==> src/rtl/core/slrrip_pkg.sv <==
// Shared types and constants for the RRIP replacement core with signature insertion
// and stream bypass. It has no dependencies and is compiled first.
`default_nettype none

package slrrip_pkg;

    // Default geometry, handed to the top level as parameter defaults.
    localparam int SETS_DEF     = 2048;
    localparam int WAYS_DEF     = 16;
    localparam int SIG_BITS_DEF = 4;

    // Fixed field widths of the two channels.
    localparam int SET_IN_W = 11;
    localparam int WAY_IN_W = 4;
    localparam int ADDR_W   = 64;
    localparam int PC_W     = 8;
    localparam int VICT_W   = 4;
    localparam int RV_W     = 2;
    localparam int CNT_W    = 2;

    typedef logic [RV_W-1:0]   rv_t;
    typedef logic [CNT_W-1:0]  cnt_t;
    typedef logic [ADDR_W-1:0] addr_t;

    localparam rv_t   RV_MAX        = 2'd3;
    localparam rv_t   RV_MID        = 2'd1;
    localparam rv_t   RV_NEAR       = 2'd0;
    localparam cnt_t  CNT_MAX       = 2'd3;
    localparam cnt_t  CNT_RESET     = 2'd1;
    localparam cnt_t  STREAM_MAX    = 2'd3;
    localparam cnt_t  STREAM_THRESH = 2'd2;
    localparam addr_t STRIDE_LIMIT  = 64'd4096;

    // Request kinds.
    localparam logic KIND_FIND   = 1'b0;
    localparam logic KIND_UPDATE = 1'b1;

endpackage

`default_nettype wire

==> src/rtl/core/slrrip_scan.sv <==
// Shared scan unit: finds the first way at the maximum re-reference value in a
// packed set row and produces the aged row. Depends on slrrip_pkg.
`default_nettype none

module slrrip_scan
    import slrrip_pkg::*;
#(
    parameter int WAYS = WAYS_DEF
) (
    input  wire logic [RV_W*WAYS-1:0]     row,
    output logic                          found,
    output logic [$clog2(WAYS)-1:0]       first,
    output logic [RV_W*WAYS-1:0]          aged
);

    localparam int WAY_W = $clog2(WAYS);

    always_comb begin
        found = 1'b0;
        first = '0;
        aged  = row;
        // Walk downwards so that the lowest matching way wins.
        for (int w = WAYS - 1; w >= 0; w--) begin
            if (row[RV_W*w +: RV_W] == RV_MAX) begin
                found = 1'b1;
                first = WAY_W'(w);
            end else begin
                aged[RV_W*w +: RV_W] = row[RV_W*w +: RV_W] + rv_t'(1);
            end
        end
    end

endmodule

`default_nettype wire

==> config.mk <==
export PLATFORM = sky130hd
export DESIGN_NAME = slrrip_scan
export DESIGN_NICKNAME = d
export VERILOG_FILES = /design/src/rtl/core/slrrip_pkg.sv /design/src/rtl/core/slrrip_scan.sv
export SDC_FILE = /design/constraint.sdc
export NUM_CORES = 1
export LEC_CHECK = 0
export ABC_AREA = 1
export BUFFER_PORTS_ARGS = -buffer_cell sky130_fd_sc_hd__buf_2
export CAP_MARGIN = 40
export CORE_MARGIN = 5
export CORE_UTILIZATION = 29
export DETAILED_ROUTE_END_ITERATION = 8
export GPL_ROUTABILITY_DRIVEN = 0
export PLACE_DENSITY = 0.86
export SLEW_MARGIN = 10
export SYNTH_ARGS = -nofsm -noshare
export SYNTH_HDL_FRONTEND = slang
export SYNTH_SLANG_ARGS = --single-unit
==> constraint.sdc <==
create_clock -name vclk -period 0.9
set_clock_uncertainty 0.15 [all_clocks]
set_input_delay 0.045 -clock vclk [all_inputs]
set_output_delay 0.045 -clock vclk [all_outputs]
set_load 0.1 [all_outputs]
==> impl_results.md, run 1 <==
* Status: stopped before the end
* Failing step: clock tree synthesis
* Tool error: [ERROR DPL-0038] Utilization greater than 100%, impossible to legalize
* Netlist Area Pre-Place at 495 um2
* Post-CTS setup buffer count at 0
* Site Rows at 15
* Die height at 51.3 um
* Dpl hpwl at 3.01 mm
* Synth Instances at 103
* Starting Density at 29.7%
* Register area share after synthesis at 0%
* Place WS at -0.695 ns
* Post-synth top area share at 31.8%
* Mapped Nets at 135
* Distinct cells, synth at 17
* Largest area contributor in the netlist: nand2_1
* Die Wd at 51.3 um
* Hold Buf Count CTS at 0
* Top post-synthesis cells by area: nand2_1 (32%), or2_1 (20%), inv_1 (14%), nand2_2 (11%), nand2_4 (6.8%)
* Syn avg cell area at 4.81 um2
* Placed Instance Area at 1590 um2
* Ys Warns at 0
* Buffers on Ports at 69
* CTS resizes at 117
* I/O pin total at 69
synth_stat cells, drive strengths merged:
cell type / number
nand2: 54
a21boi: 1
inv: 19
nand3: 1
or2: 16
nand4: 1
nor2: 4
a21oi: 2
nor3: 1
a31o: 1
clkinv: 1
o21ai: 1
a31oi: 1
through the flow:
| stage | cells | util, % | hold WS [ns] |
|---|---|---|---|
| floorplan | 103 | - | 0.178 |
| global placement | 219 | 95.4 | 0.317 |
| detailed placement | 219 | 95.4 | 0.339 |
cells by family after synthesis:
kind of cell	share of synthesized area [%]
buffers and inverters	15.1
and+or+nand+nor	76.5
AOI/OAI and AO/OA	8.33
==> run 2, diff against run 1 <==
Settings changed: CORE_AREA from default to 5 5 66 68, CORE_MARGIN 5 to default, CORE_UTILIZATION 29 to default, DIE_AREA from default to 0 0 71 73, PLACE_DENSITY 0.86 to default, PLACE_DENSITY_LB_ADDON from default to 0.15.
Clock period 0.9 ns to 1.2 ns, I/O delays scaled along.
==> impl_results.md, run 2 <==
* Top post-synthesis cells by area: nand2_1 (32%), or2_1 (20%), inv_1 (14%), nand2_2 (11%), nand2_4 (6.8%)
* Placed Cells at 238
* Ys Warns at 0
* Worst Path Required at 0.99 ns
* Die height at 73 um
* Switching power at 723 uW
* Hold Crit Class: in2out
* Crit path arrival time at 1.19 ns
* # DRC at 0
* Antenna violations before repair at 0
* CP max stage cell: buf_12
* Max stage delay on crit path at 0.19 ns
* CP Class: in2out
* First-pass GRT wire length at 3.44 mm
* Via count at 874
* I/O pin total at 69
* MaxCap Viol Count at 0
* Setup-failing EPs final at 5
* Startpoint Class: primary input
* Most used routing layer: met2
* P_int at 312 uW
* Antenna diodes at 0
* Place WS at -0.318 ns
* Die Wd at 71 um
* Failing checks: negative setup slack
* Layout cell share with drive strength beyond 1 at 60.1%
* Hold WS at 0.316 ns
* Clock power frac at 0%
* TritonRoute pass-1 iters at 3
* Largest area contributor in the netlist: nand2_1
* Number of global-route vias before repair at 871
* Dpl hpwl at 1.95 mm
* Most common cell in the netlist: nand2_1
* # clk buffers at 0
* RSZ-0062 raised after global routing: yes
* Netlist Area Pre-Place at 495 um2
* Worst vdd ir at 0.276 mV
* Largest net degree at the start of global routing at 4
* Most used cell, CP: nand2_1
* Syn avg cell area at 4.81 um2
* Finished Layout Cells at 238
* Crit path from: row[29]
* Period utilisation layout at 117%
* Post-synth top area share at 31.8%
* Register area share after synthesis at 0%
* Grt ovf at 0
* Buffers on Ports at 69
* DRT Wirelength at 2.05 mm
* 1st-iter DRT viols at 6
* Max Slew Vio Count at 0
* CP Capture Type: primary output
* Final core utilization at 37.1%
* Fin crit period at 1.40 ns
* Synth cell count leaders: nand2_1 (42), inv_1 (18), or2_1 (16), nand2_2 (9), nor2_1 (4)
* Mean number of vias per cell at 3.67
* Die Area at 5180 um2
* Starting Density at 13.0%
* Worst Tran Pin Value at 0.495 ns
* Reg power frac at 0%
* Post-DRT Antenna Nets at 0
* WL/cell at 8.62 um
* Distinct cells, synth at 17
* Met1 GRT Util at 8.66%
* Crit path cell chain: buf_6, nand2_4, nand2_1, nand2_1, nand2_1, nand2_1, nand2_1, nand2_1, nand2_1, nand2_1, nand2_1, nand2_1, nand2_1, nand2_1, nand2_2, a21oi_4, buf_12
* Mapped Nets at 135
* Status: complete, but fails checks
* Leakage at 0.000778 uW
* Met2 Usage GRT at 14.8%
* Area growth syn-to-layout at 185%
* Hold Buf Count CTS at 0
* Nets at 222
* Register Area at 0 um2
* Worst Hold Launch: row[30]
* Most common cell after layout, fill and taps aside: buf_2
* Total track usage at 7.57%
* Worst Setup Slack, final at -0.200 ns
* Met3 Resource Use GR at 2.07%
* Sw frac at 69.8%
* Combinational Power Share at 100.0%
* Pwr dens at 734 nW/um2
* Total power at 1030 uW
* CP Capture Point: first[0]
* CP max FO at 3
* Peak Freq at 0.714 GHz
* FF+latch count at 0
* Relative slew slack at 67.2%
* Site Rows at 23
* Core area at 3800 um2
* Hold Fails Final Rpt at 0
* Synth Instances at 103
* Commonest non-fill, non-tap cells in the layout: buf_2 (49), nand2_1 (38), inv_1 (17), or2_1 (16), buf_12 (16)
[run 2: layout make-up]
cell class / instances / area (um2)
Fill cell: 410 / 2390
Inverter: 20 / 75.1
Multi-Input combinational cell: 83 / 531
Tap cell: 50 / 62.6
Timing Repair Buffer: 85 / 742
[run 2: metrics by stage]
stage	setup TNS [ns]	area, um2
floorplan	-0.460	591
global placement	-0.934	1340
detailed placement	-0.941	1340
CTS	-0.464	1390
global route	-0.898	1410
finish	-0.470	1410
[run 2: kinds of logic after synthesis]
kind of cell	share of synthesized area (%)
simple gates	76.5
buf+inv	15.1
compound gates	8.33
[run 2: layer usage]
metal / share of wire, % / up-vias
met5: 0 / -
met4: 0 / 0
met3: 12 / 0
met2: 49 / 45
met1: 39 / 354
li1: - / 475
[run 2: worst min path at each step]
stage	endpoint	slack, ns	cells past startpoint
after floorplan	first[0]	0.22	2
after global placement	aged[16]	0.33	3
after detailed placement	aged[16]	0.33	3
after CTS	aged[30]	0.32	3
after global routing	aged[30]	0.34	3
final	aged[30]	0.32	3
[run 2: worst max-delay path, delay by kind of cell]
family          cells  cell delay (ns)
compound gates      1             0.14
buf+inv             2             0.29
simple gates       14             0.72
[run 2: what timing repair did]
item                       in CTS  in global routing
buffers inserted                0                  0
pin swaps                       6                  1
gates resized for setup        13                  6
cloned                          0                  0
setup endpoints to repair       5                  5
[run 2: power by group through the flow]
stage,sequential [uW],combinational (uW),clock [uW]
2_1_floorplan,0,685,0
3_3_place_gp,0,1010,0
3_5_place_dp,0,1020,0
4_1_cts,0,1040,0
5_1_grt,0,1080,0
6_report,0,1030,0
Note: power is estimated with default switching activity, not from simulation.
